$ cat src/sv/seven_segment_format_and_scan_defines.svh
// assertion macros shared by the seven-segment formatter and scanner
// expects clk and arst_n in the scope where a macro is used
`ifndef SEVEN_SEGMENT_FORMAT_AND_SCAN_DEFINES_SVH
`define SEVEN_SEGMENT_FORMAT_AND_SCAN_DEFINES_SVH

// same-cycle implication
`define SSFS_ASSERT_NOW(lbl, ante, cons, msg) \
	lbl: assert property (@(posedge clk) disable iff (!arst_n) (ante) |-> (cons)) else $error(msg);

// next-cycle implication
`define SSFS_ASSERT_NEXT(lbl, ante, cons, msg) \
	lbl: assert property (@(posedge clk) disable iff (!arst_n) (ante) |=> (cons)) else $error(msg);

`endif

$ cat src/sv/ssfs_pkg.sv
// shared types, constants and helper functions of the seven-segment formatter and scanner
// no dependencies
package ssfs_pkg;

	localparam int DIGIT_COUNT  = 4;
	localparam int DIGIT_W      = $clog2(DIGIT_COUNT);
	localparam int VAL_W        = 25;
	localparam int MAG_W        = VAL_W - 1;
	localparam int CODE_W       = 8;
	localparam int SEL_W        = 3;
	localparam int FMT_W        = 3;
	localparam int TICK_W       = 16;
	localparam int DEC_DIGITS   = 7;
	localparam int HEX_LO_DIGIT = 3;
	localparam int NHEX_W       = 14;
	localparam int NIB_W        = 4;
	localparam int FRONT_STAGES = DEC_DIGITS + 1;
	localparam int QUEUE_DEPTH  = 4;
	localparam int QPTR_W       = $clog2(QUEUE_DEPTH);
	localparam int QCNT_W       = QPTR_W + 1;
	localparam int CFG_IDX_W    = 3;
	localparam int CFG_DATA_W   = 16;

	localparam logic [MAG_W-1:0] VAL_MAX  = MAG_W'(9999999);
	localparam logic [MAG_W-1:0] LIM_POS1 = MAG_W'(10000);
	localparam logic [MAG_W-1:0] LIM_POS2 = MAG_W'(100000);
	localparam logic [MAG_W-1:0] LIM_POS3 = MAG_W'(1000000);

	localparam logic [CODE_W-1:0] DOT_MASK_RESET   = 8'd1;
	localparam logic [CODE_W-1:0] DASH_CODE_RESET  = 8'd253;
	localparam logic [TICK_W-1:0] SCAN_RESET       = 16'd2;
	localparam logic [TICK_W-1:0] BLINK_ON_RESET   = 16'd500;
	localparam logic [TICK_W-1:0] BLINK_PER_RESET  = 16'd1000;
	localparam logic [TICK_W-1:0] TICK_MAX         = 16'hFFFF;
	localparam logic [CODE_W-1:0] SEG_BLANK        = 8'hFF;
	localparam logic [SEL_W-1:0]  SEL_ALL_OFF      = 3'd4;

	typedef enum logic [FMT_W-1:0] {
		FMT_DOT   = 3'd0,
		FMT_PLAIN = 3'd1,
		FMT_HEX   = 3'd2,
		FMT_HEAD  = 3'd3,
		FMT_RAW   = 3'd4
	} fmt_t;

	typedef enum logic [CFG_IDX_W-1:0] {
		CFG_DOT_MASK     = 3'd0,
		CFG_DASH_CODE    = 3'd1,
		CFG_SCAN_PERIOD  = 3'd2,
		CFG_BLINK_ON     = 3'd3,
		CFG_BLINK_PERIOD = 3'd4
	} cfg_idx_t;

	typedef logic [NIB_W-1:0] digit_t;

	typedef struct packed {
		logic [CODE_W-1:0] dot_mask;
		logic [CODE_W-1:0] dash_code;
		logic [TICK_W-1:0] scan_period;
		logic [TICK_W-1:0] blink_on;
		logic [TICK_W-1:0] blink_period;
	} cfg_t;

	typedef struct packed {
		logic                              tick;
		logic                              blink;
		fmt_t                              fmt;
		logic                              neg;
		logic [DIGIT_W-1:0]                pos;
		logic [MAG_W-1:0]                  rem;
		digit_t [DEC_DIGITS-1:0]           digs;
		logic [NHEX_W-1:0]                 nhex;
		logic [DIGIT_COUNT-1:0][CODE_W-1:0] heads;
	} front_t;

	typedef struct packed {
		logic                              tick;
		logic                              blink;
		logic                              wr;
		logic [DIGIT_COUNT-1:0][CODE_W-1:0] codes;
	} cmd_t;

	typedef struct packed {
		logic full;
		logic empty;
	} qstat_t;

	typedef struct packed {
		digit_t           digit;
		logic [MAG_W-1:0] rem;
	} dig_split_t;

	function automatic logic [CODE_W-1:0] seg_font(input digit_t d);
		logic [CODE_W-1:0] c;
		case (d)
			4'h0: c = 8'h03;
			4'h1: c = 8'h9f;
			4'h2: c = 8'h25;
			4'h3: c = 8'h0d;
			4'h4: c = 8'h99;
			4'h5: c = 8'h49;
			4'h6: c = 8'h41;
			4'h7: c = 8'h1f;
			4'h8: c = 8'h01;
			4'h9: c = 8'h09;
			4'ha: c = 8'h11;
			4'hb: c = 8'hc1;
			4'hc: c = 8'h63;
			4'hd: c = 8'h85;
			4'he: c = 8'h61;
			4'hf: c = 8'h71;
			default: c = 8'h03;
		endcase
		return c;
	endfunction

	function automatic logic [MAG_W-1:0] pow10(input int k);
		logic [MAG_W-1:0] p;
		p = MAG_W'(1);
		for (int i = 0; i < k; i++) begin
			p = MAG_W'(p * 10);
		end
		return p;
	endfunction

	// one decimal digit by parallel compares against the nine multiples
	function automatic dig_split_t dec_split(input logic [MAG_W-1:0] r,
		input logic [MAG_W-1:0] pw);
		dig_split_t       res;
		logic [MAG_W-1:0] sub;
		sub       = '0;
		res.digit = '0;
		for (int c = 1; c < 10; c++) begin
			if (r >= MAG_W'(c * pw)) begin
				res.digit = NIB_W'(c);
				sub       = MAG_W'(c * pw);
			end
		end
		res.rem = r - sub;
		return res;
	endfunction

endpackage

$ cat src/sv/ssfs_cmd_if.sv
// input channel: load and tick items with valid/ready
// depends on ssfs_pkg
interface ssfs_cmd_if;
	logic                               valid;
	logic                               ready;
	logic                               mode;
	logic [ssfs_pkg::FMT_W-1:0]         format;
	logic signed [ssfs_pkg::VAL_W-1:0]  value_milli;
	logic [ssfs_pkg::CODE_W-1:0]        head_code_0;
	logic [ssfs_pkg::CODE_W-1:0]        head_code_1;
	logic [ssfs_pkg::CODE_W-1:0]        head_code_2;
	logic [ssfs_pkg::CODE_W-1:0]        head_code_3;
	logic                               blink;

	modport source (output valid, mode, format, value_milli, head_code_0, head_code_1,
		head_code_2, head_code_3, blink, input ready);
	modport sink (input valid, mode, format, value_milli, head_code_0, head_code_1,
		head_code_2, head_code_3, blink, output ready);
endinterface

$ cat src/sv/ssfs_disp_if.sv
// output channel: segment byte and digit select with valid/ready
// depends on ssfs_pkg
interface ssfs_disp_if;
	logic                        valid;
	logic                        ready;
	logic [ssfs_pkg::CODE_W-1:0] segments;
	logic [ssfs_pkg::SEL_W-1:0]  digit_select;

	modport source (output valid, segments, digit_select, input ready);
	modport sink (input valid, segments, digit_select, output ready);
endinterface

$ cat src/sv/seven_segment_format_and_scan.sv
// top level of the seven-segment formatter and scanner: configuration registers
// and the front end, queue and scan engine; depends on ssfs_pkg, ssfs_*_if, defines header
//
//  channel  | direction | transfer when
//  ---------+-----------+------------------------------------------
//  cmd      | in        | cmd.valid and cmd.ready at clk rise
//  disp     | out       | disp.valid and disp.ready at clk rise
//  cfg_*    | in        | cfg_we at clk rise, no back-pressure
//
// one item per cycle sustained while disp keeps taking results; a result passes through
// the eight front-end stages (classify plus seven digits), the queue and the output register
// reset: buffer shows the reset dash code, timers and scan pointer at zero, ready at once
// a stalled disp fills the four-entry queue, then the front end holds and cmd.ready drops
`include "seven_segment_format_and_scan_defines.svh"
module seven_segment_format_and_scan (
	input  logic                              clk,
	input  logic                              arst_n,
	ssfs_cmd_if.sink                          cmd,
	ssfs_disp_if.source                       disp,
	input  logic                              cfg_we,
	input  logic [ssfs_pkg::CFG_IDX_W-1:0]    cfg_index,
	input  logic [ssfs_pkg::CFG_DATA_W-1:0]   cfg_data
);

	ssfs_pkg::cfg_t    cfg_q;
	ssfs_pkg::cmd_t    q_wdata;
	ssfs_pkg::cmd_t    q_rdata;
	ssfs_pkg::qstat_t  q_stat;
	logic              q_push;
	logic              q_pop;

	always_ff @(posedge clk or negedge arst_n) begin
		if (!arst_n) begin
			cfg_q.dot_mask     <= ssfs_pkg::DOT_MASK_RESET;
			cfg_q.dash_code    <= ssfs_pkg::DASH_CODE_RESET;
			cfg_q.scan_period  <= ssfs_pkg::SCAN_RESET;
			cfg_q.blink_on     <= ssfs_pkg::BLINK_ON_RESET;
			cfg_q.blink_period <= ssfs_pkg::BLINK_PER_RESET;
		end else if (cfg_we) begin
			case (cfg_index)
				ssfs_pkg::CFG_DOT_MASK:     cfg_q.dot_mask     <= cfg_data[ssfs_pkg::CODE_W-1:0];
				ssfs_pkg::CFG_DASH_CODE:    cfg_q.dash_code    <= cfg_data[ssfs_pkg::CODE_W-1:0];
				ssfs_pkg::CFG_SCAN_PERIOD:  cfg_q.scan_period  <= cfg_data[ssfs_pkg::TICK_W-1:0];
				ssfs_pkg::CFG_BLINK_ON:     cfg_q.blink_on     <= cfg_data[ssfs_pkg::TICK_W-1:0];
				ssfs_pkg::CFG_BLINK_PERIOD: cfg_q.blink_period <= cfg_data[ssfs_pkg::TICK_W-1:0];
				default: begin
				end
			endcase
		end
	end

	ssfs_front u_front (
		.clk    (clk),
		.arst_n (arst_n),
		.cmd    (cmd),
		.cfg    (cfg_q),
		.q_push (q_push),
		.q_data (q_wdata),
		.q_full (q_stat.full)
	);

	ssfs_queue u_queue (
		.clk    (clk),
		.arst_n (arst_n),
		.push   (q_push),
		.wdata  (q_wdata),
		.pop    (q_pop),
		.rdata  (q_rdata),
		.stat   (q_stat)
	);

	ssfs_back u_back (
		.clk    (clk),
		.arst_n (arst_n),
		.q_data (q_rdata),
		.q_stat (q_stat),
		.q_pop  (q_pop),
		.cfg    (cfg_q),
		.disp   (disp)
	);

	`SSFS_ASSERT_NOW(a_no_push_full, q_push, !q_stat.full, "push into a full queue")
	`SSFS_ASSERT_NOW(a_blank_code, disp.valid && disp.digit_select == ssfs_pkg::SEL_ALL_OFF, disp.segments == ssfs_pkg::SEG_BLANK, "all-off result without blank segments")
	`SSFS_ASSERT_NOW(a_sel_range, disp.valid, disp.digit_select <= ssfs_pkg::SEL_ALL_OFF, "digit select out of range")
	`SSFS_ASSERT_NEXT(a_pop_empty_held, q_stat.empty && !q_push, !q_stat.full, "queue count jumped from empty")

endmodule

$ cat src/sv/ssfs_queue.sv
// four-entry queue between the formatting pipeline and the scan engine
// depends on ssfs_pkg
module ssfs_queue (
	input  logic                clk,
	input  logic                arst_n,
	input  logic                push,
	input  ssfs_pkg::cmd_t      wdata,
	input  logic                pop,
	output ssfs_pkg::cmd_t      rdata,
	output ssfs_pkg::qstat_t    stat
);

	ssfs_pkg::cmd_t                    mem_q [ssfs_pkg::QUEUE_DEPTH];
	logic [ssfs_pkg::QPTR_W-1:0]       wptr_q;
	logic [ssfs_pkg::QPTR_W-1:0]       rptr_q;
	logic [ssfs_pkg::QCNT_W-1:0]       cnt_q;
	logic                              do_push;
	logic                              do_pop;

	assign stat.full  = (cnt_q == ssfs_pkg::QCNT_W'(ssfs_pkg::QUEUE_DEPTH));
	assign stat.empty = (cnt_q == '0);
	assign do_push    = push && !stat.full;
	assign do_pop     = pop && !stat.empty;
	assign rdata      = mem_q[rptr_q];

	always_ff @(posedge clk or negedge arst_n) begin
		if (!arst_n) begin
			wptr_q <= '0;
			rptr_q <= '0;
			cnt_q  <= '0;
		end else begin
			if (do_push) begin
				wptr_q <= wptr_q + 1'b1;
			end
			if (do_pop) begin
				rptr_q <= rptr_q + 1'b1;
			end
			if (do_push && !do_pop) begin
				cnt_q <= cnt_q + 1'b1;
			end else if (do_pop && !do_push) begin
				cnt_q <= cnt_q - 1'b1;
			end
		end
	end

	always_ff @(posedge clk) begin
		if (do_push) begin
			mem_q[wptr_q] <= wdata;
		end
	end

endmodule

$ cat src/sv/ssfs_front.sv
// front end: takes items, splits the value into decimal digits one per stage
// and builds the four segment codes of a load; depends on ssfs_pkg, ssfs_cmd_if
module ssfs_front (
	input  logic            clk,
	input  logic            arst_n,
	ssfs_cmd_if.sink        cmd,
	input  ssfs_pkg::cfg_t  cfg,
	output logic            q_push,
	output ssfs_pkg::cmd_t  q_data,
	input  logic            q_full
);

	ssfs_pkg::front_t                     pipe_s [ssfs_pkg::FRONT_STAGES];
	logic [ssfs_pkg::FRONT_STAGES-1:0]    vld_s;
	ssfs_pkg::front_t                     first;
	ssfs_pkg::front_t                     nxt [ssfs_pkg::DEC_DIGITS];
	ssfs_pkg::dig_split_t                 sp [ssfs_pkg::DEC_DIGITS];
	ssfs_pkg::front_t                     f;
	logic [ssfs_pkg::MAG_W-1:0]           mag;
	logic [ssfs_pkg::MAG_W-1:0]           vc;
	logic [ssfs_pkg::DIGIT_COUNT*ssfs_pkg::NIB_W-1:0] hexw;
	ssfs_pkg::digit_t [ssfs_pkg::DIGIT_COUNT-1:0]     nd;
	logic [2:0]                           idx;
	logic [ssfs_pkg::CODE_W-1:0]          c;
	logic                                 adv;

	assign adv       = !vld_s[ssfs_pkg::FRONT_STAGES-1] || !q_full;
	assign cmd.ready = adv;
	assign q_push    = adv && vld_s[ssfs_pkg::FRONT_STAGES-1];

	// classify: clamp and pick the range of the value
	always_comb begin
		mag = cmd.value_milli[ssfs_pkg::MAG_W-1:0];
		vc  = (mag > ssfs_pkg::VAL_MAX) ? ssfs_pkg::VAL_MAX : mag;
		first.tick  = cmd.mode;
		first.blink = cmd.blink;
		first.fmt   = ssfs_pkg::fmt_t'(cmd.format);
		first.neg   = cmd.value_milli[ssfs_pkg::VAL_W-1];
		if (vc < ssfs_pkg::LIM_POS1) begin
			first.pos = ssfs_pkg::DIGIT_W'(0);
		end else if (vc < ssfs_pkg::LIM_POS2) begin
			first.pos = ssfs_pkg::DIGIT_W'(1);
		end else if (vc < ssfs_pkg::LIM_POS3) begin
			first.pos = ssfs_pkg::DIGIT_W'(2);
		end else begin
			first.pos = ssfs_pkg::DIGIT_W'(3);
		end
		first.rem      = vc;
		first.digs     = '0;
		first.nhex     = '0;
		first.heads[0] = cmd.head_code_0;
		first.heads[1] = cmd.head_code_1;
		first.heads[2] = cmd.head_code_2;
		first.heads[3] = cmd.head_code_3;
	end

	// digit stages, most significant first
	always_comb begin
		for (int k = 0; k < ssfs_pkg::DEC_DIGITS; k++) begin
			sp[k]  = ssfs_pkg::dec_split(pipe_s[k].rem,
				ssfs_pkg::pow10(ssfs_pkg::DEC_DIGITS - 1 - k));
			nxt[k] = pipe_s[k];
			nxt[k].rem = sp[k].rem;
			nxt[k].digs[ssfs_pkg::DEC_DIGITS - 1 - k] = sp[k].digit;
			if (ssfs_pkg::DEC_DIGITS - 1 - k >= ssfs_pkg::HEX_LO_DIGIT) begin
				nxt[k].nhex = ssfs_pkg::NHEX_W'((pipe_s[k].nhex << 3)
					+ (pipe_s[k].nhex << 1) + ssfs_pkg::NHEX_W'(sp[k].digit));
			end
		end
	end

	always_ff @(posedge clk or negedge arst_n) begin
		if (!arst_n) begin
			vld_s <= '0;
		end else if (adv) begin
			vld_s <= {vld_s[ssfs_pkg::FRONT_STAGES-2:0], cmd.valid};
		end
	end

	always_ff @(posedge clk) begin
		if (adv) begin
			pipe_s[0] <= first;
			for (int k = 0; k < ssfs_pkg::DEC_DIGITS; k++) begin
				pipe_s[k+1] <= nxt[k];
			end
		end
	end

	// segment codes from the last stage
	always_comb begin
		f    = pipe_s[ssfs_pkg::FRONT_STAGES-1];
		hexw = (ssfs_pkg::DIGIT_COUNT*ssfs_pkg::NIB_W)'(f.nhex);
		for (int i = 0; i < ssfs_pkg::DIGIT_COUNT; i++) begin
			idx   = 3'(ssfs_pkg::HEX_LO_DIGIT + f.pos - i);
			nd[i] = f.digs[idx];
		end
		q_data.tick  = f.tick;
		q_data.blink = f.blink;
		q_data.wr    = 1'b0;
		q_data.codes = '0;
		c            = '0;
		if (!f.tick) begin
			if (f.neg) begin
				q_data.wr = 1'b1;
				for (int i = 0; i < ssfs_pkg::DIGIT_COUNT; i++) begin
					q_data.codes[i] = cfg.dash_code;
				end
			end else begin
				case (f.fmt)
					ssfs_pkg::FMT_DOT, ssfs_pkg::FMT_PLAIN: begin
						q_data.wr = 1'b1;
						for (int i = 0; i < ssfs_pkg::DIGIT_COUNT; i++) begin
							c = ssfs_pkg::seg_font(nd[i]);
							if (f.fmt == ssfs_pkg::FMT_DOT && f.pos == ssfs_pkg::DIGIT_W'(i)) begin
								c = c & ~cfg.dot_mask;
							end
							q_data.codes[i] = c;
						end
					end
					ssfs_pkg::FMT_HEX: begin
						q_data.wr = 1'b1;
						for (int i = 0; i < ssfs_pkg::DIGIT_COUNT; i++) begin
							q_data.codes[i] = ssfs_pkg::seg_font(
								hexw[(ssfs_pkg::DIGIT_COUNT-1-i)*ssfs_pkg::NIB_W +: ssfs_pkg::NIB_W]);
						end
					end
					ssfs_pkg::FMT_HEAD: begin
						q_data.wr       = 1'b1;
						q_data.codes[0] = f.heads[0];
						for (int i = 1; i < ssfs_pkg::DIGIT_COUNT; i++) begin
							c = ssfs_pkg::seg_font(nd[i-1]);
							if (f.pos == ssfs_pkg::DIGIT_W'(i - 1)) begin
								c = c & ~cfg.dot_mask;
							end
							q_data.codes[i] = c;
						end
					end
					ssfs_pkg::FMT_RAW: begin
						q_data.wr    = 1'b1;
						q_data.codes = f.heads;
					end
					default: begin
						q_data.wr = 1'b0;
					end
				endcase
			end
		end
	end

endmodule

$ cat src/sv/ssfs_back.sv
// back end: digit buffer, scan and blink timers, registered output stage
// depends on ssfs_pkg, ssfs_disp_if
module ssfs_back (
	input  logic              clk,
	input  logic              arst_n,
	input  ssfs_pkg::cmd_t    q_data,
	input  ssfs_pkg::qstat_t  q_stat,
	output logic              q_pop,
	input  ssfs_pkg::cfg_t    cfg,
	ssfs_disp_if.source       disp
);

	logic [ssfs_pkg::CODE_W-1:0]   buf_q [ssfs_pkg::DIGIT_COUNT];
	logic [ssfs_pkg::DIGIT_W-1:0]  ptr_q;
	logic [ssfs_pkg::TICK_W-1:0]   scan_el_q;
	logic [ssfs_pkg::TICK_W-1:0]   blink_el_q;
	logic                          out_vld_q;
	logic [ssfs_pkg::CODE_W-1:0]   seg_q;
	logic [ssfs_pkg::SEL_W-1:0]    sel_q;
	logic [ssfs_pkg::TICK_W-1:0]   se;
	logic [ssfs_pkg::TICK_W-1:0]   be;
	logic                          visible;
	logic                          dark;
	logic                          wrap;
	logic                          scan_hit;
	logic                          emit;

	assign q_pop             = !q_stat.empty && (!out_vld_q || disp.ready);
	assign disp.valid        = out_vld_q;
	assign disp.segments     = seg_q;
	assign disp.digit_select = sel_q;

	always_comb begin
		se       = (scan_el_q < ssfs_pkg::TICK_MAX) ? scan_el_q + 1'b1 : scan_el_q;
		be       = (blink_el_q < ssfs_pkg::TICK_MAX) ? blink_el_q + 1'b1 : blink_el_q;
		visible  = !q_data.blink || (be < cfg.blink_on);
		dark     = !visible && (be < cfg.blink_period);
		wrap     = !visible && !(be < cfg.blink_period);
		scan_hit = visible && (se >= cfg.scan_period);
		emit     = q_data.tick && (scan_hit || dark);
	end

	always_ff @(posedge clk or negedge arst_n) begin
		if (!arst_n) begin
			for (int i = 0; i < ssfs_pkg::DIGIT_COUNT; i++) begin
				buf_q[i] <= ssfs_pkg::DASH_CODE_RESET;
			end
			ptr_q      <= '0;
			scan_el_q  <= '0;
			blink_el_q <= '0;
			out_vld_q  <= 1'b0;
			seg_q      <= '0;
			sel_q      <= '0;
		end else begin
			if (q_pop) begin
				out_vld_q <= emit;
				if (q_data.tick) begin
					scan_el_q  <= scan_hit ? '0 : se;
					blink_el_q <= wrap ? '0 : be;
					if (scan_hit) begin
						ptr_q <= ptr_q + 1'b1;
					end
					if (dark) begin
						seg_q <= ssfs_pkg::SEG_BLANK;
						sel_q <= ssfs_pkg::SEL_ALL_OFF;
					end else begin
						seg_q <= buf_q[ptr_q];
						sel_q <= ssfs_pkg::SEL_W'(ptr_q);
					end
				end else if (q_data.wr) begin
					for (int i = 0; i < ssfs_pkg::DIGIT_COUNT; i++) begin
						buf_q[i] <= q_data.codes[i];
					end
				end
			end else if (disp.ready) begin
				out_vld_q <= 1'b0;
			end
		end
	end

endmodule
$ cat src/flat_wrapper.sv
// flat-port wrapper written by rule: the top's interface ports become plain ports
module seven_segment_format_and_scan_flat 
  (clk, arst_n, cfg_we, cfg_index, cfg_data, cmd_valid, cmd_mode, cmd_format, cmd_value_milli, cmd_head_code_0, cmd_head_code_1, cmd_head_code_2, cmd_head_code_3, cmd_blink, cmd_ready, disp_valid, disp_segments, disp_digit_select, disp_ready);
  ssfs_cmd_if cmd_i ();
  ssfs_disp_if disp_i ();
  input  logic clk;
  input  logic arst_n;
  input  logic cfg_we;
  input  logic [ssfs_pkg::CFG_IDX_W-1:0] cfg_index;
  input  logic [ssfs_pkg::CFG_DATA_W-1:0] cfg_data;
  input wire logic [$bits(cmd_i.valid)-1:0] cmd_valid;
  input wire logic [$bits(cmd_i.mode)-1:0] cmd_mode;
  input wire logic [$bits(cmd_i.format)-1:0] cmd_format;
  input wire logic [$bits(cmd_i.value_milli)-1:0] cmd_value_milli;
  input wire logic [$bits(cmd_i.head_code_0)-1:0] cmd_head_code_0;
  input wire logic [$bits(cmd_i.head_code_1)-1:0] cmd_head_code_1;
  input wire logic [$bits(cmd_i.head_code_2)-1:0] cmd_head_code_2;
  input wire logic [$bits(cmd_i.head_code_3)-1:0] cmd_head_code_3;
  input wire logic [$bits(cmd_i.blink)-1:0] cmd_blink;
  output wire logic [$bits(cmd_i.ready)-1:0] cmd_ready;
  output wire logic [$bits(disp_i.valid)-1:0] disp_valid;
  output wire logic [$bits(disp_i.segments)-1:0] disp_segments;
  output wire logic [$bits(disp_i.digit_select)-1:0] disp_digit_select;
  input wire logic [$bits(disp_i.ready)-1:0] disp_ready;
  assign cmd_i.valid = cmd_valid;
  assign cmd_i.mode = cmd_mode;
  assign cmd_i.format = cmd_format;
  assign cmd_i.value_milli = cmd_value_milli;
  assign cmd_i.head_code_0 = cmd_head_code_0;
  assign cmd_i.head_code_1 = cmd_head_code_1;
  assign cmd_i.head_code_2 = cmd_head_code_2;
  assign cmd_i.head_code_3 = cmd_head_code_3;
  assign cmd_i.blink = cmd_blink;
  assign cmd_ready = cmd_i.ready;
  assign disp_valid = disp_i.valid;
  assign disp_segments = disp_i.segments;
  assign disp_digit_select = disp_i.digit_select;
  assign disp_i.ready = disp_ready;
  seven_segment_format_and_scan u_core (.clk(clk), .arst_n(arst_n), .cmd(cmd_i), .disp(disp_i), .cfg_we(cfg_we), .cfg_index(cfg_index), .cfg_data(cfg_data));
endmodule
$ cat config.mk
export PLATFORM = sky130hd
export DESIGN_NAME = seven_segment_format_and_scan_flat
export DESIGN_NICKNAME = d
export VERILOG_FILES = /design/src/sv/ssfs_pkg.sv /design/src/sv/ssfs_cmd_if.sv /design/src/sv/ssfs_disp_if.sv /design/src/sv/seven_segment_format_and_scan.sv /design/src/sv/ssfs_queue.sv /design/src/sv/ssfs_front.sv /design/src/sv/ssfs_back.sv /design/src/flat_wrapper.sv
export VERILOG_INCLUDE_DIRS = /design/src /design/src/sv
export SDC_FILE = /design/constraint.sdc
export NUM_CORES = 2
export LEC_CHECK = 0
export ABC_AREA = 1
export BUFFER_PORTS_ARGS = -buffer_cell sky130_fd_sc_hd__buf_2
export CORE_ASPECT_RATIO = 0.8
export CORE_MARGIN = 4
export CORE_UTILIZATION = 44
export DETAILED_ROUTE_END_ITERATION = 7
export HOLD_SLACK_MARGIN = 0.03
export PLACE_DENSITY = 0.68
export SETUP_SLACK_MARGIN = 0.3
export SYNTH_ARGS = -nofsm -noshare
export SYNTH_HDL_FRONTEND = slang
export SYNTH_SLANG_ARGS = --single-unit
$ cat constraint.sdc
create_clock -name clk -period 23.2 [get_ports clk]
set_input_delay 5.8 -clock clk [delete_from_list [all_inputs] [get_ports clk]]
set_output_delay 5.8 -clock clk [all_outputs]
set_load 0.03 [all_outputs]
# == Word level (Yosys, flattened, before mapping) ==
# Memories as Yosys holds them, arrays and structs flattened.
# Index checks and enable logic that the tools add are counted.
# totals
reg_bits,157
ramBits,988
romBits,1120
inputBits,86
out_inout_bits,13
wordCells,391
mem_count,12
# mem_list
memory,depth,word_bits,rd,rd_ports_with_merged_regs,write_ports,line,text
u_core.u_front.pipe_s,8,106,8,0,8,ssfs_front.sv:13,ssfs_pkg::front_t pipe_s [ssfs_pkg::FRONT_STAGES];
u_core.u_queue.mem_q,4,35,1,0,1,ssfs_queue.sv:13,ssfs_pkg::cmd_t mem_q [ssfs_pkg::QUEUE_DEPTH];
(no name shown),16,7,1,0,0,ssfs_pkg.sv:95,case (d)
(no name shown),16,7,1,0,0,ssfs_pkg.sv:95,
(no name shown),16,7,1,0,0,ssfs_pkg.sv:95,
(no name shown),16,7,1,0,0,ssfs_pkg.sv:95,
+6 memories,n/a,n/a,n/a,n/a,n/a,n/a,
# op_classes
add_sub_neg,26
order_cmp,77
n_eq_ne,15
n_mux,188
bitwise_logic,10
n_reduce_logical,44
# op_table
cell,n
2-to-1 mux 24 bit,56
2-to-1 mux 8 bit,31
2-to-1 mux 4 bit,59
subtractor 24 bit,7
case mux 32 bit (4 select lines),1
"greater-or-equal comparator 24 x 10 -> 1 bit, second input constant",5
"greater-or-equal comparator 24 x 20 -> 1 bit, second input constant",5
"greater-or-equal comparator 24 x 13 -> 1 bit, second input constant",4
"greater-or-equal comparator 24 x 17 -> 1 bit, second input constant",4
"greater-or-equal comparator 24 x 23 -> 1 bit, second input constant",4
"greater-or-equal comparator 24 x 3 -> 1 bit, second input constant",4
"greater-or-equal comparator 24 x 7 -> 1 bit, second input constant",4
"greater-or-equal comparator 24 x 16 -> 1 bit, second input constant",3
"greater-or-equal comparator 24 x 19 -> 1 bit, second input constant",3
"greater-or-equal comparator 24 x 4 -> 1 bit, second input constant",3
"greater-or-equal comparator 24 x 6 -> 1 bit, second input constant",3
"greater-or-equal comparator 24 x 9 -> 1 bit, second input constant",3
2-to-1 mux 33 bit,2
2-to-1 mux 16 bit,4
adder 14 bit,4
adder 14 x 4 -> 14 bit,4
bitwise AND 8 bit,7
binary-select mux 4 bit (select 3 bit),4
"greater-or-equal comparator 24 x 12 -> 1 bit, second input constant",2
other kinds (55),134

# == Logic depth before layout (Yosys ltp) ==
# An unclocked memory read counts as a cell.
# logic_depth
depth_word,14
depth_mapped,28

# == Hierarchy ==
# A second synthesis with hierarchy kept.
# hier_totals
hier_cells,4544
area_unflattened_um2,47449.3
# by_module_without_submodules
module,n_inst,cells_per_inst,area_per_inst_um2,seq_area_each_um2
ssfs_front,1,3101,33368.3,20319.5
ssfs_queue,1,469,6059.6,4379.2
ssfs_back,1,688,5444.0,1986.9
seven_segment_format_and_scan,1,286,2577.5,1627.8

# == Worst setup path before layout ==
# No wires, ideal clock.
# synth_timing
path_type,flip-flop to output port
from,reg u_core.u_queue.cnt_q[0] (netlist name)
to,out cmd_ready
t_arrival_ns,19.055
path_slack_ns,-1.655
stages_incl_launch_ff,4
n_path_buf,1
path_cell_list,dfrtp_1 nor2_1 nand3_1 clkbuf_1
# synth_between
elab_chain_cells,3
# synth_lines
item,line,text
start: declaration,ssfs_queue.sv:16,logic [ssfs_pkg::QCNT_W-1:0] cnt_q;
start signal: assignment,ssfs_queue.sv:39,cnt_q <= cnt_q + 1'b1;
start signal: assignment,ssfs_queue.sv:41,cnt_q <= cnt_q - 1'b1;
equality test 3 bit,ssfs_queue.sv:20,assign stat.full = (cnt_q == ssfs_pkg::QCNT_W'(ssfs_pkg::QUEUE_DEPTH));
logical NOT 1 bit,ssfs_front.sv:27,assign adv = !vld_s[ssfs_pkg::FRONT_STAGES-1] || !q_full;
logical OR 1 bit,ssfs_front.sv:27,
end: declaration,flat_wrapper.sv:20,output wire logic [$bits(cmd_i.ready)-1:0] cmd_ready;
# No other way between the ends.

# == Final worst setup path ==
# Same ends and word-level chain as after synthesis.

==> impl_metrics.py <==
metrics = {
    "routing": {
        "dr.pass1.iters": 6,
        "drc": 0,
        "wl_um": 95000,
        "viasPerCell": 5.18,
        "drtAntennaViolNets": 0,
        "vias": 30400,
        "first_iter_violations": 2905,
        "wl_per_cell_um": 16.2,
    },
    "clock_tree": {
        "cts_sinks": 967,
        "root_buffer": "clkbuf_16",
        "cts_tree": "built",
        "cts_max_level": 3,
        "post_cts_resized": 0,
        "clk_latency_ps": 690,
        "clkTransAtPathRegs_ps": 60,
        "hold_buffers": 0,
        "numCtsBuffers": 93,
        "postCtsSetupBuffers": 0,
        "clock_path_buffers": 3,
    },
    "sta": {
        "skew_ps": 40.2,
        "fmax_mhz": 121,
        "drv_slew": 0,
        "rsz0062_at_grt": "no",
        "slew_headroom_pct": 22.6,
        "worstMarginPinSlew_ps": 1160,
        "layout_min_cycle_time_ps": 8280,
        "setup_viol": 0,
        "hold_viol": 0,
        "setup_tns_ps": 0,
        "fin_crit_sh_pct": 35.7,
    },
    "layout": {
        "layout_common_cells": "edfxtp_1 (810), nand2_1 (747), inv_1 (518)",
        "drive_above_1_share_pct": 8.28,
        "finalNetCount": 4717,
        "diodes": 0,
        "post-route-util_pct": 49.5,
        "syn_to_final_growth_pct": 11.0,
        "layout_commonest_cell": "edfxtp_1",
    },
    "logic_synthesis": {
        "synthDominantCellAreaShare_pct": 52.9,
        "synth_area_leaders": "edfxtp_1 (53%), nand2_1 (6.1%), dfrtp_1 (5.9%)",
        "syn_area_um2": 46000,
        "yosysSeqAreaShare_pct": 61.6,
        "syn_inst": 4281,
        "synth_edf_count": 810,
        "synthFlopType": "edfxtp_1",
        "syn-mean-instance-area_um2": 10.7,
        "ys_warn_count": 0,
        "async_flop_share_pct": 16.2,
        "yosysTopAreaCell": "edfxtp_1",
        "synth_nets": 4594,
        "ys_seq_elements": 967,
        "ys_types": 71,
    },
    "global_route": {
        "grtUsageMet2_pct": 24.7,
        "met1_usage_pct": 26.3,
        "grt_max_degree": 179,
        "met3_usage_pct": 3.49,
        "grt_overflow_total": 0,
        "antenna_found_initial": 1,
        "top_usage_layer": "met1",
        "grt_usage_pct": 17.1,
        "grt_pass1_wl_um": 153000,
        "grt_pass1_vias": 28800,
    },
    "critical_path": {
        "critPathRequiredTime_ps": 17400,
        "worstSetupStartpointType": "register",
        "cp_max_fo": 44,
        "worstPathArrival_ps": 2480,
        "slowest_delay_ps": 570,
        "path_buf_inv": 1,
        "crit_slowest_cell": "nand3_4",
        "cp_top_family": "simple AND/OR/NAND/NOR gates",
        "end_kind": "primary output",
        "cp_cell_sequence": "nor2_1 > nand3_4 > buf_2",
        "rr_worst_depth": 16,
        "worstReg2RegStart": "u_core.u_front.pipe_s[1][416]",
        "r2r_end": "u_core.u_queue.mem_q[3][31]",
        "rrSetupSlack_ps": 18080,
        "critPathKind": "register to primary output",
    },
    "power_and_ir_drop": {
        "vdd_drop_max_v": 0.000122,
        "switching_share_pct": 36.7,
        "p_clk_share_pct": 21.1,
        "power_switching_uw": 2600,
        "p_comb_share_pct": 33.0,
        "p_leak_uw": 0.0211,
        "sequentialPowerShare_pct": 45.9,
        "powerDensity_nw_per_um2": 139,
        "intPower_uw": 4500,
    },
    "floorplanning": {
        "fp-row-count": 105,
        "fp.dieH_um": 297,
        "die_w_um": 370,
        "coreArea_um2": 103000,
        "fp.dieArea_um2": 110000,
        "start_util_pct": 44.6,
        "pin_count": 99,
    },
    "min_path": {
        "hold_path_end": "u_core.u_front.pipe_s[1][123]",
        "whs_path_depth": 0,
        "min_path_type": "register to register",
        "min_from": "u_core.u_front.pipe_s[1][17]",
    },
    "place": {
        "port_buffers": 98,
        "place_congestion": 0.890,
        "hpwlAfterDp_um": 66400,
    },
    "job": {
        "max_cap_viol_count": 0,
    },
    "status": {
        "status": "finished, final reports clean",
    },
}
[sequential cells by signal, summed over array words and instances (netlist names), 8 cells and up]
name and flops:
u_core.u_back.blink_el_q 16, u_core.u_front.vld_s 8, u_core.u_back.scan_el_q 16, u_core.cfg_q 64
u_core.u_back.disp.segments 8, u_core.u_front.pipe_s 670, u_core.u_back.buf_q 32, u_core.u_queue.mem_q 140
[per-layer routing]
| layer | share of wire, % | up-vias | routed length (um) |
|---|---|---|---|
| met2 | 42 | 819 | 40000 |
| met1 | 50 | 14400 | 47100 |
| met5 | 0 | - | 0 |
| li1 | - | 15100 | - |
| met3 | 6.4 | 142 | 6070 |
| met4 | 1.9 | 0 | 1840 |
[worst max path at each step]
| stage | depth (start not counted) | endpoint | slack [ps] | from |
|---|---|---|---|---|
| after floorplan | 3 | cmd_ready | 8220 | u_core.u_queue.cnt_q[0] |
| after global placement | 15 | u_core.u_front.pipe_s[0][98] | 14510 | cmd_value_milli[22] |
| after detailed placement | 15 | u_core.u_front.pipe_s[0][98] | 14550 | cmd_value_milli[22] |
| after CTS | 3 | cmd_ready | 14860 | u_core.u_queue.cnt_q[0] |
| after global routing | 3 | cmd_ready | 14730 | u_core.u_queue.cnt_q[0] |
| final | 3 | cmd_ready | 14920 | u_core.u_queue.cnt_q[0] |
[through the flow]
step / cell area, um^2 / total power, uW / hold slack, ps / setup WS (ps) / std cells
floorplan: 46000 / 5000 / 400 / 8220 / 4281
finish: 51100 / 7110 / 396 / 14920 / 5871
global route: 51100 / 7610 / 404 / 14730 / 5871
global placement: 48000 / 5550 / 400 / 14510 / 5700
detailed placement: 48000 / 5610 / 405 / 14550 / 5700
CTS: 51100 / 7140 / 389 / 14860 / 5871
[synth_stat cells, drive strengths merged (4+ instances only)]
master   number
inv         524
or2           9
a21oi       282
xnor2        50
nor4         21
ha          214
o2111ai       5
xor2        104
clkinv        6
nand4        44
clkbuf       66
mux2          9
nand2       755
o21bai       12
o31ai        10
a31oi        33
dfrtp       108
nand3       170
a41oi         4
o211ai       43
o21ai       311
a211oi       29
a221oi        7
edfxtp      810
o22ai        38
nor3         69
buf          26
a22oi         4
nor2        404
and2          5
o311ai        6
o21a          4
a21boi       10
fa           13
dfstp        49
[kinds of logic after synthesis]
logic type | Yosys count | share of synthesized area [%]
adders and majority gates | 227 | 6.39
DFF | 967 | 61.6
and+or+nand+nor | 1485 | 13.6
buffers and inverters | 622 | 5.24
xor gates and xnor gates | 154 | 2.96
AOI/OAI and AO/OA | 817 | 10.1
muxes | 9 | 0.220
[power groups by stage]
stage	combinational [uW]	sequential, uW	clock [uW]
floorplan	1750	3250	0
global placement	2280	3270	0
detailed placement	2320	3290	0
CTS	2330	3270	1540
global route	2660	3340	1620
finish	2340	3260	1500
[layout make-up]
type | count | area, um^2
clock buffer | 124 | 2490
clock inverter | 47 | 526
fill | 9094 | 52100
inverter | 530 | 1990
multi-input combinational | 2692 | 15300
sequential | 967 | 28300
tap | 1391 | 1740
timing repair buffer | 120 | 687
Power figures use the tool's default switching activity.
